==> src/hdl/fke_pkg.sv <==
package fke_pkg;

    // link types
    localparam logic [1:0] LINK_ETH    = 2'd0;
    localparam logic [1:0] LINK_COOKED = 2'd1;

    // register indexes
    localparam logic REG_LINK_TYPE = 1'b0;
    localparam logic REG_RAW_OFS   = 1'b1;

    localparam logic [15:0] TYPE_VLAN    = 16'h8100;
    localparam logic [15:0] TYPE_IPV4    = 16'h0800;
    localparam logic [15:0] TYPE_MAX_LEN = 16'd1500;
    localparam logic [15:0] POS_MAX      = 16'hFFFF;
    localparam logic [7:0]  PROTO_TCP    = 8'd6;
    localparam logic [7:0]  PROTO_UDP    = 8'd17;

    localparam int QueueDepth = 4;

    typedef enum logic [1:0] {
        STAGE_LINK,
        STAGE_TAG,
        STAGE_IP
    } t_stage;

    typedef struct packed {
        logic [7:0]  data_byte;
        logic        last_byte;
        logic [15:0] wire_length;
    } t_in_beat;

    typedef struct packed {
        logic [7:0]  ip_protocol;
        logic [31:0] source_address;
        logic [31:0] dest_address;
        logic [15:0] source_port_class;
        logic [15:0] dest_port_class;
        logic [15:0] payload_length;
    } t_out_beat;

    // raw key as the parser leaves it, ports not yet bucketed
    typedef struct packed {
        logic [7:0]  protocol;
        logic [31:0] src;
        logic [31:0] dst;
        logic [15:0] sport;
        logic [15:0] dport;
        logic [15:0] len;
    } t_key;

    function automatic logic [15:0] port_class(input logic [15:0] p);
        logic [15:0] c;
        if (p <= 16'd1024)       c = p;
        else if (p <= 16'd9999)  c = 16'd1025;
        else if (p <= 16'd19999) c = 16'd10000;
        else if (p <= 16'd29999) c = 16'd20000;
        else if (p <= 16'd39999) c = 16'd30000;
        else if (p <= 16'd49999) c = 16'd40000;
        else if (p <= 16'd59999) c = 16'd50000;
        else                     c = 16'd60000;
        return c;
    endfunction

endpackage

==> src/hdl/fke_front.sv <==
module fke_front (
    input  logic              i_clk,
    input  logic              i_rst_n,
    input  logic              i_accept,
    input  fke_pkg::t_in_beat i_beat,
    input  logic [1:0]        i_link_type,
    input  logic [7:0]        i_raw_ofs,
    output logic              o_push,
    output fke_pkg::t_key     o_key
);

    fke_pkg::t_stage r_stage, n_stage;
    logic [15:0] r_pos, n_pos;
    logic [15:0] r_etype, n_etype;
    logic [15:0] r_hdr_start, n_hdr_start;
    logic [3:0]  r_hwords, n_hwords;
    logic        r_frag, n_frag;
    logic [7:0]  r_proto, n_proto;
    logic [31:0] r_src, n_src;
    logic [31:0] r_dst, n_dst;
    logic [31:0] r_ports, n_ports;
    logic        r_drop, n_drop;
    logic        r_done, n_done;

    logic        emit;
    logic        take;
    logic [15:0] tval;
    logic [15:0] rel_link;
    logic [15:0] rel;
    logic [15:0] po;
    logic [15:0] pend;
    logic [15:0] done_at;
    logic        needed;
    logic [7:0]  b;
    logic [15:0] wire_len;

    always_ff @(posedge i_clk) begin
        if (!i_rst_n) begin
            r_stage     <= fke_pkg::STAGE_LINK;
            r_pos       <= '0;
            r_etype     <= '0;
            r_hdr_start <= '0;
            r_hwords    <= '0;
            r_frag      <= 1'b0;
            r_proto     <= '0;
            r_src       <= '0;
            r_dst       <= '0;
            r_ports     <= '0;
            r_drop      <= 1'b0;
            r_done      <= 1'b0;
        end else if (i_accept) begin
            r_stage     <= n_stage;
            r_pos       <= n_pos;
            r_etype     <= n_etype;
            r_hdr_start <= n_hdr_start;
            r_hwords    <= n_hwords;
            r_frag      <= n_frag;
            r_proto     <= n_proto;
            r_src       <= n_src;
            r_dst       <= n_dst;
            r_ports     <= n_ports;
            r_drop      <= n_drop;
            r_done      <= n_done;
        end
    end

    // parse one beat
    always_comb begin
        b           = i_beat.data_byte;
        wire_len    = i_beat.wire_length;
        n_stage     = r_stage;
        n_etype     = r_etype;
        n_hdr_start = r_hdr_start;
        n_hwords    = r_hwords;
        n_frag      = r_frag;
        n_proto     = r_proto;
        n_src       = r_src;
        n_dst       = r_dst;
        n_ports     = r_ports;
        n_drop      = r_drop;
        n_done      = r_done;
        n_pos       = r_pos;
        emit        = 1'b0;
        take        = 1'b0;
        tval        = r_etype;
        rel_link    = r_pos - r_hdr_start;
        rel         = '0;
        po          = '0;
        pend        = '0;
        done_at     = '0;
        needed      = 1'b0;
        o_key       = '0;

        if (!r_drop && !r_done) begin
            // link header and tags
            unique case (r_stage)
                fke_pkg::STAGE_LINK: begin
                    if (i_link_type == fke_pkg::LINK_ETH) begin
                        if (r_pos == 16'd12) n_etype = {b, 8'h00};
                        else if (r_pos == 16'd13) begin
                            tval = {r_etype[15:8], b};
                            take = 1'b1;
                        end
                    end else if (i_link_type == fke_pkg::LINK_COOKED) begin
                        if (wire_len < 16'd16) n_drop = 1'b1;
                        else if (r_pos == 16'd14) n_etype = {b, 8'h00};
                        else if (r_pos == 16'd15) begin
                            tval = {r_etype[15:8], b};
                            if (tval <= fke_pkg::TYPE_MAX_LEN) n_drop = 1'b1;
                            else take = 1'b1;
                        end
                    end else begin
                        n_stage     = fke_pkg::STAGE_IP;
                        n_hdr_start = {8'h00, i_raw_ofs};
                    end
                end
                fke_pkg::STAGE_TAG: begin
                    if (rel_link == 16'd2) n_etype = {b, 8'h00};
                    else if (rel_link == 16'd3) begin
                        tval = {r_etype[15:8], b};
                        if (tval <= fke_pkg::TYPE_MAX_LEN) n_drop = 1'b1;
                        else take = 1'b1;
                    end
                end
                default: begin
                end
            endcase

            // decide on a finished type field
            if (take) begin
                n_etype     = tval;
                n_hdr_start = r_pos + 16'd1;
                if (tval == fke_pkg::TYPE_VLAN) n_stage = fke_pkg::STAGE_TAG;
                else if (tval == fke_pkg::TYPE_IPV4) n_stage = fke_pkg::STAGE_IP;
                else n_drop = 1'b1;
            end

            // IPv4 header fields
            if (!n_drop && n_stage == fke_pkg::STAGE_IP && r_pos >= n_hdr_start) begin
                rel = r_pos - n_hdr_start;
                if (rel == 16'd0) n_hwords = b[3:0];
                else if (rel == 16'd6) n_frag = (b[5:0] != 6'd0);
                else if (rel == 16'd7) n_frag = r_frag | (b != 8'd0);
                else if (rel == 16'd9) n_proto = b;
                else if (rel >= 16'd12 && rel <= 16'd15) n_src = {r_src[23:0], b};
                else if (rel >= 16'd16 && rel <= 16'd19) n_dst = {r_dst[23:0], b};
                po = {10'd0, n_hwords, 2'b00};
                if (rel >= po && rel < po + 16'd4) n_ports = {r_ports[23:0], b};
                needed = !n_frag &&
                         (n_proto == fke_pkg::PROTO_TCP || n_proto == fke_pkg::PROTO_UDP);
                pend    = po + 16'd3;
                done_at = (needed && pend > 16'd19) ? pend : 16'd19;
                if (rel >= 16'd19 && rel == done_at) begin
                    emit           = 1'b1;
                    n_done         = 1'b1;
                    o_key.protocol = n_proto;
                    o_key.src      = n_src;
                    o_key.dst      = n_dst;
                    o_key.sport    = needed ? n_ports[31:16] : 16'd0;
                    o_key.dport    = needed ? n_ports[15:0] : 16'd0;
                    if (i_link_type == fke_pkg::LINK_ETH)
                        o_key.len = (wire_len >= 16'd14) ? wire_len - 16'd14 : 16'd0;
                    else if (i_link_type == fke_pkg::LINK_COOKED)
                        o_key.len = (wire_len >= 16'd16) ? wire_len - 16'd16 : 16'd0;
                    else
                        o_key.len = wire_len;
                end
            end

            // overlong frame
            if (!n_drop && !n_done && r_pos == fke_pkg::POS_MAX) n_drop = 1'b1;
        end

        // frame boundary
        if (i_beat.last_byte) begin
            n_stage     = fke_pkg::STAGE_LINK;
            n_pos       = '0;
            n_etype     = '0;
            n_hdr_start = '0;
            n_hwords    = '0;
            n_frag      = 1'b0;
            n_proto     = '0;
            n_src       = '0;
            n_dst       = '0;
            n_ports     = '0;
            n_drop      = 1'b0;
            n_done      = 1'b0;
        end else if (r_pos != fke_pkg::POS_MAX) begin
            n_pos = r_pos + 16'd1;
        end
    end

    assign o_push = i_accept && emit;

endmodule

==> src/hdl/fke_queue.sv <==
module fke_queue #(
    parameter int Depth = fke_pkg::QueueDepth
) (
    input  logic          i_clk,
    input  logic          i_rst_n,
    input  logic          i_push,
    input  fke_pkg::t_key i_key,
    input  logic          i_pop,
    output logic          o_valid,
    output logic          o_full,
    output fke_pkg::t_key o_key
);

    localparam int PtrW = (Depth > 1) ? $clog2(Depth) : 1;
    localparam int CntW = $clog2(Depth + 1);
    localparam logic [PtrW-1:0] LastIdx = PtrW'(Depth - 1);
    localparam logic [CntW-1:0] Full    = CntW'(Depth);

    fke_pkg::t_key   r_mem [Depth];
    logic [PtrW-1:0] r_wr, n_wr;
    logic [PtrW-1:0] r_rd, n_rd;
    logic [CntW-1:0] r_count, n_count;

    always_ff @(posedge i_clk) begin
        if (i_push) r_mem[r_wr] <= i_key;
    end

    always_ff @(posedge i_clk) begin
        if (!i_rst_n) begin
            r_wr    <= '0;
            r_rd    <= '0;
            r_count <= '0;
        end else begin
            r_wr    <= n_wr;
            r_rd    <= n_rd;
            r_count <= n_count;
        end
    end

    // pointer and fill update
    always_comb begin
        n_wr    = r_wr;
        n_rd    = r_rd;
        n_count = r_count;
        if (i_push) n_wr = (r_wr == LastIdx) ? '0 : r_wr + 1'b1;
        if (i_pop)  n_rd = (r_rd == LastIdx) ? '0 : r_rd + 1'b1;
        if (i_push && !i_pop) n_count = r_count + 1'b1;
        else if (!i_push && i_pop) n_count = r_count - 1'b1;
    end

    assign o_valid = (r_count != '0);
    assign o_full  = (r_count == Full);
    assign o_key   = r_mem[r_rd];

    a_no_overflow: assert property (@(posedge i_clk) disable iff (!i_rst_n)
        !(i_push && o_full))
        else $error("queue push while full");

    a_no_underflow: assert property (@(posedge i_clk) disable iff (!i_rst_n)
        i_pop |-> o_valid)
        else $error("queue pop while empty");

    a_count_range: assert property (@(posedge i_clk) disable iff (!i_rst_n)
        r_count <= Full)
        else $error("queue fill out of range");

endmodule

==> src/hdl/fke_back.sv <==
module fke_back (
    input  logic               i_clk,
    input  logic               i_rst_n,
    input  logic               i_q_valid,
    input  fke_pkg::t_key      i_key,
    output logic               o_pop,
    output logic               o_valid,
    input  logic               i_stall,
    output fke_pkg::t_out_beat o_beat
);

    logic               r_valid, n_valid;
    fke_pkg::t_out_beat r_beat, n_beat;

    always_ff @(posedge i_clk) begin
        if (!i_rst_n) r_valid <= 1'b0;
        else          r_valid <= n_valid;
    end

    always_ff @(posedge i_clk) begin
        r_beat <= n_beat;
    end

    // refill output register when empty or being taken
    always_comb begin
        o_pop   = i_q_valid && (!r_valid || !i_stall);
        n_valid = r_valid;
        n_beat  = r_beat;
        if (r_valid && !i_stall) n_valid = 1'b0;
        if (o_pop) begin
            n_valid                  = 1'b1;
            n_beat.ip_protocol       = i_key.protocol;
            n_beat.source_address    = i_key.src;
            n_beat.dest_address      = i_key.dst;
            n_beat.source_port_class = fke_pkg::port_class(i_key.sport);
            n_beat.dest_port_class   = fke_pkg::port_class(i_key.dport);
            n_beat.payload_length    = i_key.len;
        end
    end

    assign o_valid = r_valid;
    assign o_beat  = r_beat;

endmodule

==> src/hdl/ipv4_flow_key_extractor.sv <==
// IPv4 flow key extractor. Takes one frame byte per beat at a rate of one byte per
// cycle while the key queue is not full and emits one flow key per IPv4 frame:
// protocol, addresses, bucketed ports and payload length. The parser sees each byte
// once as it is accepted; a key goes into a small queue (QUEUE_DEPTH entries) and
// then through a port-bucketing output register. Input stall rises only when that
// queue is full. link_type (addr 0) and raw_ip_offset (addr 4) are written over the
// APB port, by the user only while the block is idle; the block does not enforce it.
module ipv4_flow_key_extractor #(
    parameter int QUEUE_DEPTH = fke_pkg::QueueDepth
) (
    input  logic               i_clk,
    input  logic               i_rst_n,
    input  logic               i_in_valid,
    output logic               o_in_stall,
    input  fke_pkg::t_in_beat  i_in,
    output logic               o_out_valid,
    input  logic               i_out_stall,
    output fke_pkg::t_out_beat o_out,
    input  logic               psel,
    input  logic               penable,
    input  logic               pwrite,
    input  logic [2:0]         paddr,
    input  logic [31:0]        pwdata,
    output logic [31:0]        prdata,
    output logic               pready
);

    logic [1:0]    r_link_type;
    logic [7:0]    r_raw_ofs;
    logic          accept;
    logic          push;
    logic          pop;
    logic          q_valid;
    logic          q_full;
    fke_pkg::t_key f_key;
    fke_pkg::t_key q_key;

    // config registers
    always_ff @(posedge i_clk) begin
        if (!i_rst_n) begin
            r_link_type <= '0;
            r_raw_ofs   <= '0;
        end else if (psel && penable && pwrite) begin
            unique case (paddr[2])
                fke_pkg::REG_LINK_TYPE: r_link_type <= pwdata[1:0];
                fke_pkg::REG_RAW_OFS:   r_raw_ofs   <= pwdata[7:0];
                default: begin
                end
            endcase
        end
    end

    always_comb begin
        unique case (paddr[2])
            fke_pkg::REG_LINK_TYPE: prdata = {30'd0, r_link_type};
            fke_pkg::REG_RAW_OFS:   prdata = {24'd0, r_raw_ofs};
            default:                prdata = '0;
        endcase
    end

    assign pready     = 1'b1;
    assign o_in_stall = q_full;
    assign accept     = i_in_valid && !q_full;

    fke_front u_front (
        .i_clk       (i_clk),
        .i_rst_n     (i_rst_n),
        .i_accept    (accept),
        .i_beat      (i_in),
        .i_link_type (r_link_type),
        .i_raw_ofs   (r_raw_ofs),
        .o_push      (push),
        .o_key       (f_key)
    );

    fke_queue #(
        .Depth (QUEUE_DEPTH)
    ) u_queue (
        .i_clk   (i_clk),
        .i_rst_n (i_rst_n),
        .i_push  (push),
        .i_key   (f_key),
        .i_pop   (pop),
        .o_valid (q_valid),
        .o_full  (q_full),
        .o_key   (q_key)
    );

    fke_back u_back (
        .i_clk     (i_clk),
        .i_rst_n   (i_rst_n),
        .i_q_valid (q_valid),
        .i_key     (q_key),
        .o_pop     (pop),
        .o_valid   (o_out_valid),
        .i_stall   (i_out_stall),
        .o_beat    (o_out)
    );

endmodule
==> config.mk <==
export PLATFORM = sky130hd
export DESIGN_NAME = ipv4_flow_key_extractor
export DESIGN_NICKNAME = d
export VERILOG_FILES = /design/src/hdl/fke_pkg.sv /design/src/hdl/fke_front.sv /design/src/hdl/fke_queue.sv /design/src/hdl/fke_back.sv /design/src/hdl/ipv4_flow_key_extractor.sv
export SDC_FILE = /design/constraint.sdc
export NUM_CORES = 1
export LEC_CHECK = 0
export BUFFER_PORTS_ARGS = -buffer_cell sky130_fd_sc_hd__buf_2
export CAP_MARGIN = 10
export CORE_AREA = 2 2 376 378
export CTS_CLUSTER_DIAMETER = 120
export DETAILED_ROUTE_END_ITERATION = 10
export DIE_AREA = 0 0 378 380
export GPL_TIMING_DRIVEN = 0
export PLACE_DENSITY = 0.47
export SLEW_MARGIN = 0
export SYNTH_ARGS = -nofsm -noshare
export SYNTH_HDL_FRONTEND = slang
export SYNTH_HIERARCHICAL = 1
export SYNTH_SLANG_ARGS = --single-unit
==> constraint.sdc <==
create_clock -name i_clk -period 16.9 [get_ports i_clk]
set_input_delay 1.69 -clock i_clk [delete_from_list [all_inputs] [get_ports i_clk]]
set_output_delay 1.69 -clock i_clk [all_outputs]
set_load 0.05 [all_outputs]
# --- After elaboration in Yosys (flattened, before gate mapping) ---
# Memory sizes are Yosys's and may differ from the RTL's. A register that Yosys moved wholly into a read port is not among the register bits.
# Index checks and enable logic that the tools add are counted.
totals:
  register_bits: 299
  mem_bits_rw: 480
  word_cells: 295
  mem_count: 1
classes:
  addsub: 11
  order_cmp: 27
  eq_ne: 27
  muxes: 154
  n_bitwise: 2
  n_reduce_logical: 49
memory_table:
  columns: ["memory", "depth", "word_bits", "read_ports", "rd_clocked_by_memory_dff", "wr", "line_no", "text"]
  rows:
  - ["u_queue.r_mem", 4, 120, 1, 1, 1, "fke_queue.sv:19", "fke_pkg::t_key r_mem [Depth];"]
ops:
  columns: ["operator", "count"]
  rows:
  - ["32-bit 2-to-1 mux", 21]
  - ["16-bit 2-to-1 mux", 38]
  - ["120-bit 2-to-1 mux", 3]
  - ["8-bit 2-to-1 mux", 18]
  - ["16-bit <= comparator (second input constant)", 6]
  - ["16-bit by 4-bit equality test with 1-bit output (second input constant)", 5]
  - ["16-bit by 15-bit <= comparator with 1-bit output (second input constant)", 4]
  - ["32-bit one-hot mux with 2 select lines", 1]
  - ["16-bit by 5-bit >= comparator with 1-bit output (second input constant)", 3]
  - ["16-bit by 11-bit <= comparator with 1-bit output (second input constant)", 3]
  - ["1-bit 2-to-1 mux", 46]
  - ["16-bit equality test (second input constant)", 2]
  - ["16-bit by 2-bit equality test with 1-bit output (second input constant)", 2]
  - ["16-bit by 3-bit equality test with 1-bit output (second input constant)", 2]
  - ["16-bit by 4-bit >= comparator with 1-bit output (second input constant)", 2]
  - ["16-bit by 14-bit <= comparator with 1-bit output (second input constant)", 2]
  - ["16-bit one-hot mux with 2 select lines", 1]
  - ["16-bit subtractor", 2]
  - ["14-bit 2-to-1 mux", 2]
  - ["2-bit 2-to-1 mux", 13]
  - ["4-bit 2-to-1 mux", 6]
  - ["1-bit logical AND", 19]
  - ["16-bit by 1-bit adder with 16-bit output (second input constant)", 1]
  - ["16-bit by 12-bit equality test with 1-bit output (second input constant)", 1]
  - ["42 further kinds", 67]

# --- Longest topological paths before layout ---
# Gate-level depths: netlist (run 1).
logic_depth:
  word_depth: 35
  ltp_mapped: 41
  mapped_depth_nobuf: 38

# --- By module ---
# The synthesis (run 1) kept the hierarchy.
modules_own_cells:
  columns: ["module", "instances", "cells_each", "area_each_um2", "seq_area_each_um2"]
  rows:
  - ["fke_queue", 1, 670, 17767.0, 14594.0]
  - ["fke_front", 1, 1528, 11761.3, 3223.1]
  - ["fke_back", 1, 254, 4435.5, 3623.5]
  - ["ipv4_flow_key_extractor", 1, 79, 694.4, 200.2]

# --- Least setup slack after synthesis (run 1) ---
# OpenSTA, ideal clock, no wires.
synth_timing:
  kind: "input to register"
  from: "in i_out_stall"
  to: "reg u_queue.r_count[2]"
  setup_ns: 0.076
  arrival_time_ns: 12.422
  required_ns: 16.824
  slack_ns: 4.403
  path_stages: 8
  n_path_buf: 0
  path_cell_list: "a21boi_0 > inv_1 > ha_1 > inv_1 > fa_1 > xor2_1 > or3_1 > a21boi_0"
synth_between:
  elab_chain_cells: 6
  elab_cells_between_ends: 8
synth_lines:
  columns: ["item", "line_no", "text"]
  rows:
  - ["from (decl)", "ipv4_flow_key_extractor.sv:17", "input logic i_out_stall,"]
  - ["1-bit logical NOT (*)", "fke_back.sv:26", "o_pop = i_q_valid && (!r_valid || !i_stall);"]
  - ["1-bit logical OR (*)", "fke_back.sv:26", null]
  - ["1-bit logical AND (*)", "fke_back.sv:26", null]
  - ["1-bit logical NOT", "fke_queue.sv:47", "if (i_push && !i_pop) n_count = r_count + 1'b1;"]
  - ["1-bit logical AND", "fke_queue.sv:47", null]
  - ["3-bit 2-to-1 mux or 2-bit nonzero test (tied branches)", null, null]
  - ["to (signal assigned)", "fke_queue.sv:36", "r_count <= n_count;"]
  - ["to (decl)", "fke_queue.sv:22", "logic [CntW-1:0] r_count, n_count;"]
# Every way passes the cells marked *; elsewhere a longest branch is shown, timed or not.
# A chain may end at the register's enable or synchronous reset.

# --- Worst setup path in the final report (run 1) ---
layout_timing:
  from: "reg u_front.r_pos[0]"
  to: "mem u_queue/r_mem[1][114] (netlist bit), enable pin"
layout_between:
  elab_chain_cells: 31
  elab_cells_between_ends: 92
layout_lines:
  columns: ["item", "line_no", "text"]
  rows:
  - ["from (decl)", "fke_front.sv:13", "logic [15:0] r_pos, n_pos;"]
  - ["from (signal assigned)", "fke_front.sv:53", "r_pos <= n_pos;"]
  - ["branches (longest 26 deep; another with 16-bit subtractor)", null, null]
  - ["1-bit 2-to-1 mux (*)", "fke_front.sv:139", "if (!n_drop && n_stage == fke_pkg::STAGE_IP && r_pos >= n_hdr_start) begin"]
  - ["1-bit 2-to-1 mux (*)", "fke_front.sv:94", "if (!r_drop && !r_done) begin"]
  - ["1-bit logical AND (*)", "fke_front.sv:193", "assign o_push = i_accept && emit;"]
  - ["net push", "ipv4_flow_key_extractor.sv:31", "logic push;"]
  - ["1-bit 2-to-1 mux (*)", "fke_queue.sv:25", "if (i_push) r_mem[r_wr] <= i_key;"]
  - ["1-bit 2-to-1 mux (not written as such) (*)", "fke_queue.sv:25", null]
  - ["to (decl)", "fke_queue.sv:19", null]
# Mark *: on every way through the listed nets, which the timed path passes. The select of a mux whose other input is x is not followed.

==> results of run 1 <==
-- critical path, delay by kind of cell (launching register included) --
kind / cells / cell delay, ns
AO/OA/AOI/OAI: 13 / 4.05
XOR/XNOR: 1 / 0.43
buffers and inverters: 9 / 2.03
AND/OR/NAND/NOR: 7 / 2.97
adder cells (fa/ha/maj): 5 / 1.55
multiplexers: 2 / 0.73
flip-flops: 1 / 0.50
-- cells in the mapped netlist, drive strengths merged (18+ instances only) --
cell type    n  share of area, %
mux2i       86               2.5
inv         55              0.60
o211ai      26              0.56
a21oi      116               1.7
ha          58               2.1
nand3       68              0.98
o21a        18              0.39
clkbuf      85              0.92
edfxtp     600                52
buf         86               1.6
o21ai       75               1.1
nor4        26              0.49
and3        19              0.34
nor2b       56               1.0
mux4       120               7.8
nor2       164               1.8
nand2      180               2.0
dfxtp      181                10
o22ai       18              0.32
nand4       25              0.54
a22o        74               1.9
and2        63               1.1
a22oi       26              0.56
nand2b      19              0.34
a211oi      19              0.46
xnor2       24              0.61
nor3        34              0.49
-- stage by stage --
stage                     setup TNS, ns  std cells  setup slack, ns  hold slack (ns)
after global placement          -216.64       4598            -3.34            0.462
after floorplan                       0       2554             4.40            0.444
final                                 0       4776             4.19            0.480
after detailed placement              0       4614             4.23            0.464
after global routing                  0       4776             3.26            0.489
after CTS                             0       4774             4.18            0.481
-- placed cells by master (no fill, tap or decap), drive strengths merged, types with 11 or more instances in the layout --
cell type  Yosys  routed
edfxtp       600     600
buf           86     270
clkbuf        85     202
dfxtp        181     181
nand2        180     180
nor2         164     164
mux4         120     120
a21oi        116     116
mux2i         86      86
o21ai         75      75
a22o          74      74
nand3         68      68
and2          63      63
inv           55      59
ha            58      58
nor2b         56      56
nor3          34      34
clkinv         0      29
o211ai        26      26
a22oi         26      26
nor4          26      26
conb           2      25
nand4         25      25
xnor2         24      24
and3          19      19
nand2b        19      19
a211oi        19      19
o21a          18      18
o22ai         18      18
a21boi        17      17
a31oi         15      15
xor2          15      15
or3           15      15
a21o          13      13
mux2          11      11
-- sequential cells by signal (all words and copies together), names as in the netlist, named ones only --
name,cells
u_front/r_hdr_start,16
u_front/r_dst,32
r_raw_ofs,8
u_queue/r_mem,480
u_front/r_stage,2
u_front/r_pos,16
u_queue/r_wr,2
u_back/o_valid,1
u_front/r_src,32
r_link_type,2
u_front/r_done,1
u_front/r_drop,1
u_front/r_etype,16
u_front/r_ports,32
u_queue/r_rd,2
u_front/r_frag,1
u_front/r_hwords,4
u_back/o_beat,120
u_queue/r_count,3
u_front/r_proto,8
-- logic make-up (layout without fill, tap and decap cells) --
kind of cell,Yosys count,after routing
DFF,781,781
and+or+nand+nor,713,713
AOI/OAI and AO/OA,492,492
buffers and inverters,226,570
muxes,217,217
adders and majority gates,61,61
xor gates and xnor gates,39,39
other,2,27
-- power by group through the flow --
stage | Sequential (uW) | Combinational [uW] | Clock, uW
6_report | 2330 | 1520 | 1860
5_1_grt | 2350 | 1630 | 1990
4_1_cts | 2340 | 1550 | 1920
3_5_place_dp | 2380 | 1550 | 0
3_3_place_gp | 2490 | 1560 | 0
2_1_floorplan | 2950 | 586 | 0
-- routing by layer --
layer  global-route usage, %  routed length [um]  up-vias
li1                        -                   -    10300
met1                    16.2               40700    11000
met2                    21.4               44800      465
met3                    2.76                4990      115
met4                    3.82                1840       10
met5                       0                  75        -
-- area by class of cell --
type	count	area share, %
clock buffers	117	5.79
well taps	1876	5.71
plain buffers	171	2.16
inverters	55	0.502
diodes	2	0.0122
flip-flops and latches	781	52.6
multi-input cells	1547	29.3
clock inverters	43	0.995
repair buffers	184	2.96
-- final timing paths --
path                                               to  depth (start not counted)
worst min register to register    u_front/r_ports[26]                          1
worst min-delay path              u_front/r_ports[26]                          1
worst max register to register  u_queue/r_mem[1][114]                         37
worst max-delay path            u_queue/r_mem[1][114]                         37
==> out/qor.csv, run 1 <==
stage;metric;value;unit
power;ir_worst_vdd;0.0673;mV
cells_and_area;nNetsFinal;2954;
cells_and_area;fin_area;41100;um2
worst_setup_path;reg2reg_from;u_front/r_pos[0];
floorplanning;rows;137;
cells_and_area;area_delta_synth_final;18.7;%
placed_design;dpl-instance-area;38300;um2
status;status;complete, no violations;
power;power.density;139;nW/um2
cts;cts_max_path_buffers;3;
timing;clock.fmax;0.0787;GHz
floorplanning;dieHeight;380;um
drt;drcViolationCount;0;
worst_setup_path;reg2reg_slack;4.19;ns
power;switching_share;33.8;%
timing;slew_viol_final;0;
cts;cts_buffers;86;
logic_synthesis;ys_seq_area_share;62.4;%
power;p_switching;1930;uW
placed_design;portBuffers;168;
timing;rsz0062_at_grt;false;
worst_setup_path;cp-start-kind;flip-flop;
global_routing;track_usage;12.7;%
worst_setup_path;critPathCaptureType;flip-flop;
drt;firstDrtPassIters;5;
cells_and_area;drive_above_1_share;19.8;%
worst_setup_path;cp.required;17.24;ns
cts;clock_sinks;781;
floorplanning;ios;222;
cts;cts_tree;built;
placed_design;dp.final_hpwl;64400;um
cells_and_area;final_util;29.6;%
cells_and_area;fillers;14200;
placed_design;place.gp.congestion;0.828;
logic_synthesis;synth_top_flop_cell;edfxtp_1;
power;p_int;3780;uW
worst_hold_path;hold_path_class;flip-flop to flip-flop;
drt;drt-total-wl;92400;um
worst_setup_path;arrival;13.05;ns
floorplanning;initial_core_util;24.9;%
timing;finalHoldViolCount;0;
drt;routed_via_density;4.58;
logic_synthesis;postSynthAreaPerCell;13.7;um2
logic_synthesis;synth-seq-cells;781;
global_routing;grt_pass1_vias;22200;
worst_setup_path;slowest_delay;0.84;ns
logic_synthesis;synth_compound_area_share;10.1;%
drt;via_count;21900;
cells_and_area;multi_input_area;12000;um2
timing;period_minus_slack;12.71;ns
logic_synthesis;synth_top_family_by_area;multiplexers;
logic_synthesis;synthArstFlopShare;0;%
job;maxCapViolCount;0;
logic_synthesis;synth_xor_area_share;0.986;%
logic_synthesis;synth_edf_count;600;
timing;post-route-period-util;75.2;%
cts;h-tree-depth;3;
cts;clock_latency;0.67;ns
worst_setup_path;crit_top_cell;inv_1;
cts;cts-root-buf;clkbuf_16;
logic_synthesis;synthMuxAreaShare;10.6;%
drt;routedWlPerCell;19.3;um
cts;postCtsSetupBuffers;0;
logic_synthesis;synth_fa_ha_area_share;2.27;%
timing;worst_slew_margin_rel;32.7;%
worst_setup_path;crit_slowest_cell;and2_4;
worst_hold_path;hp-start;u_front/r_ports[26];
cts;clk_pin_slew;0.06;ns
logic_synthesis;yosys.area_share.simple;10.4;%
worst_setup_path;crit_type;flip-flop to flip-flop;
drt;ant_nets;0;
floorplanning;dieArea;144000;um2
worst_setup_path;critPathLaunch;u_front/r_pos[0];
drt;first_iter_violations;1580;
logic_synthesis;synth_area;34700;um2
global_routing;antenna_found_initial;12;
power;p_seq_share;40.9;%
floorplanning;core-area;139000;um2
power;p_clk_share;32.5;%
logic_synthesis;synth_cell_types;99;
cells_and_area;seqCellArea;21600;um2
worst_setup_path;critPathMaxFanout;50;
cts;cts-resized-gates;0;
logic_synthesis;synth_warnings;6;
timing;skew;0.0209;ns
cts;hold_buffers;0;
global_routing;grt_max_degree;51;
power;total_leakage_power;0.0140;uW
logic_synthesis;syn_inst;2531;
global_routing;grt_overflow;0;
timing;setup_viol;0;
timing;worst_slew_pin_slew;1.01;ns
global_routing;grt_pass1_wl;139000;um
floorplanning;die_x;378;um
power;p_comb_share;26.6;%
power;power.total;5710;uW
Note: power is estimated with default switching activity, not from simulation.
==> run 2, diff against run 1 <==
- clock period: 16.9 -> 13 ns (I/O delays scaled with it)
==> run 2 against run 1 <==
Combinational power increased by 30%; non-clock buffer count increased by 2; wire length increased by 0.61%; clock skew increased by 0.00064 ns; critical path depth increased by 2; power increased by 30%; via count increased by 0.29%; worst hold slack got worse by 0.00057 ns; clock power increased by 30%; design area increased by 0.12%; cell count increased by 0.10%.
==> out/qor.csv, run 2 (same netlist as run 1, synthesis figures left out) <==
stage;metric;value;unit;change
cells_and_area;layout_common_cells;600 x edfxtp_1, 210 x buf_2, 181 x dfxtp_1;;
cts;hold_buffers;0;;unchanged
floorplanning;initial_core_util;24.9;%;unchanged
timing;worst_slew_pin_slew;1.02;ns;+0.00826 ns
floorplanning;dieArea;144000;um2;unchanged
floorplanning;core-area;139000;um2;unchanged
floorplanning;die_x;378;um;unchanged
worst_setup_path;cp-start-kind;flip-flop;;
global_routing;grt_pass1_vias;22200;;unchanged
drt;drt-total-wl;92900;um;+0.61%
drt;via_count;22000;;+0.29%
global_routing;track_usage;12.7;%;unchanged
worst_setup_path;rr_worst_depth;39;;+5.4%
cts;clock_sinks;781;;unchanged
placed_design;place.gp.congestion;0.828;;unchanged
worst_setup_path;reg2reg_slack;0.89;ns;-3.30 ns
floorplanning;rows;137;;unchanged
job;maxCapViolCount;0;;unchanged
cells_and_area;final_common_cell;edfxtp_1;;
placed_design;dpl-instance-area;38300;um2;unchanged
drt;first_iter_violations;1536;;-2.8%
worst_hold_path;hp-start;u_front/r_dst[30];;
drt;ant_nets;0;;unchanged
cells_and_area;drive_above_1_share;20.0;%;+0.24 points
cells_and_area;nNetsFinal;2959;;+0.17%
global_routing;antenna_found_initial;12;;unchanged
cts;cts_buffers;86;;unchanged
worst_setup_path;crit_top_cell;inv_1;;
cells_and_area;largest_reg_flops;480;;unchanged
timing;post-route-period-util;93.2;%;+18 points
worst_setup_path;crit_end;u_queue/r_mem[2][107];;
timing;finalHoldViolCount;0;;unchanged
cts;clock_latency;0.67;ns;about the same
global_routing;grt_overflow;0;;unchanged
floorplanning;ios;222;;unchanged
timing;worst_slew_margin_rel;32.1;%;-0.55 points
power;p_comb_share;26.7;%;about the same
cts;h-tree-depth;3;;unchanged
worst_setup_path;arrival;12.46;ns;-0.59 ns
cells_and_area;fin_area;41200;um2;+0.12%
worst_setup_path;critPathMaxFanout;38;;-24%
worst_setup_path;slowest_delay;0.62;ns;-0.22 ns
worst_setup_path;critPathCaptureType;flip-flop;;
placed_design;portBuffers;168;;unchanged
floorplanning;dieHeight;380;um;unchanged
worst_hold_path;hold_path_class;flip-flop to flip-flop;;
power;p_int;4910;uW;+30%
worst_setup_path;cp.required;13.35;ns;-3.89 ns
cells_and_area;regMostFlops;u_queue/r_mem;;
timing;skew;0.0216;ns;+0.000640 ns
worst_setup_path;crit_type;flip-flop to flip-flop;;
power;p_switching;2510;uW;+30%
placed_design;dp.cells;4614;;unchanged
timing;period_minus_slack;12.11;ns;-0.599 ns
drt;drcViolationCount;0;;unchanged
global_routing;grt_max_degree;51;;unchanged
global_routing;grt_pass1_wl;139000;um;unchanged
timing;clock.fmax;0.0826;GHz;+4.9%
cts;clk_pin_slew;0.06;ns;about the same
worst_setup_path;reg2reg_from;u_front/r_pos[0];;
power;p_clk_share;32.5;%;about the same
drt;firstDrtPassIters;5;;unchanged
power;total_leakage_power;0.0141;uW;+0.89%
power;switching_share;33.8;%;about the same
placed_design;dp.final_hpwl;64400;um;unchanged
timing;slew_viol_final;0;;unchanged
cells_and_area;final_cells;4781;;+0.10%
power;ir_worst_vdd;0.0875;mV;+30%
status;status;complete, no violations;;
drt;routed_via_density;4.59;;+0.18%
power;power.density;180;nW/um2;+30%
timing;setup_viol;0;;unchanged
cells_and_area;area_delta_synth_final;18.8;%;
timing;whs;0.480;ns;-0.000570 ns
drt;routedWlPerCell;19.4;um;+0.51%
cts;cts_tree;built;;
cts;cts_max_path_buffers;3;;unchanged
power;p_seq_share;40.8;%;about the same
cts;cts-root-buf;clkbuf_16;;
worst_setup_path;critPathLaunch;u_front/r_pos[0];;
worst_setup_path;r2r_end;u_queue/r_mem[2][107];;
worst_setup_path;crit_slowest_cell;a2111oi_0;;
cells_and_area;final_util;29.6;%;+0.034 points
-- run 2: layout make-up --
class | instances | area (um2)
Tap cell | 1876 | 2350
Antenna cell | 2 | 5.00
Clock buffer | 117 | 2380
Fill cell | 14200 | 98000
Multi-Input combinational cell | 1550 | 12100
Sequential cell | 781 | 21600
Inverter | 55 | 206
Buffer | 171 | 890
Timing Repair Buffer | 186 | 1230
Clock inverter | 43 | 409
-- run 2: timing repair --
action                                  4_1_cts  5_1_grt
endpoints found under the setup margin        0      315
resized for setup                             0        3
buffers inserted                              0        2
-- run 2: per-stage QoR --
step                TNS [ns]  worst slack (ns)  power (uW)
global route         -0.0289          -0.00648        7760
finish                     0             0.887        7420
floorplan                  0             0.893        4590
detailed placement         0             0.333        5100
CTS                        0             0.277        7550
global placement    -2458.06             -6.85        4670
-- run 2: metal layers --
layer	vias to the layer above	track usage (%)	wire length (um)
met2	427	21.4	45200
met5	-	0	75
met3	114	2.76	4870
met1	11100	16.2	40900
li1	10300	-	-
met4	10	3.82	1910
-- run 2: power by group through the flow --
stage / Combinational, uW / Clock (uW) / Sequential (uW)
finish: 1980 / 2410 / 3030
global route: 2120 / 2590 / 3050
CTS: 2020 / 2490 / 3040
detailed placement: 2010 / 0 / 3090
global placement: 1570 / 0 / 3100
floorplan: 760 / 0 / 3830
-- run 2: critical path: cells and delay by family (launching register included) --
family | cells | cell delay [ns]
AO/OA/AOI/OAI | 13 | 4.07
buffers and inverters | 11 | 2.55
AND/OR/NAND/NOR | 7 | 2.27
adder cells (fa/ha/maj) | 5 | 1.50
flip-flops | 1 | 0.51
XOR/XNOR | 1 | 0.43
multiplexers | 2 | 0.41
-- run 2: worst min path at each step --
stage / cells past startpoint / slack [ns] / endpoint
final: 1 / 0.48 / u_front/r_dst[30]
after global routing: 1 / 0.49 / u_front/r_src[30]
after CTS: 1 / 0.48 / u_front/r_ports[28]
after detailed placement: 1 / 0.46 / u_front/r_dst[25]
after global placement: 1 / 0.46 / u_front/r_src[29]
after floorplan: 2 / 0.44 / r_raw_ofs[2]
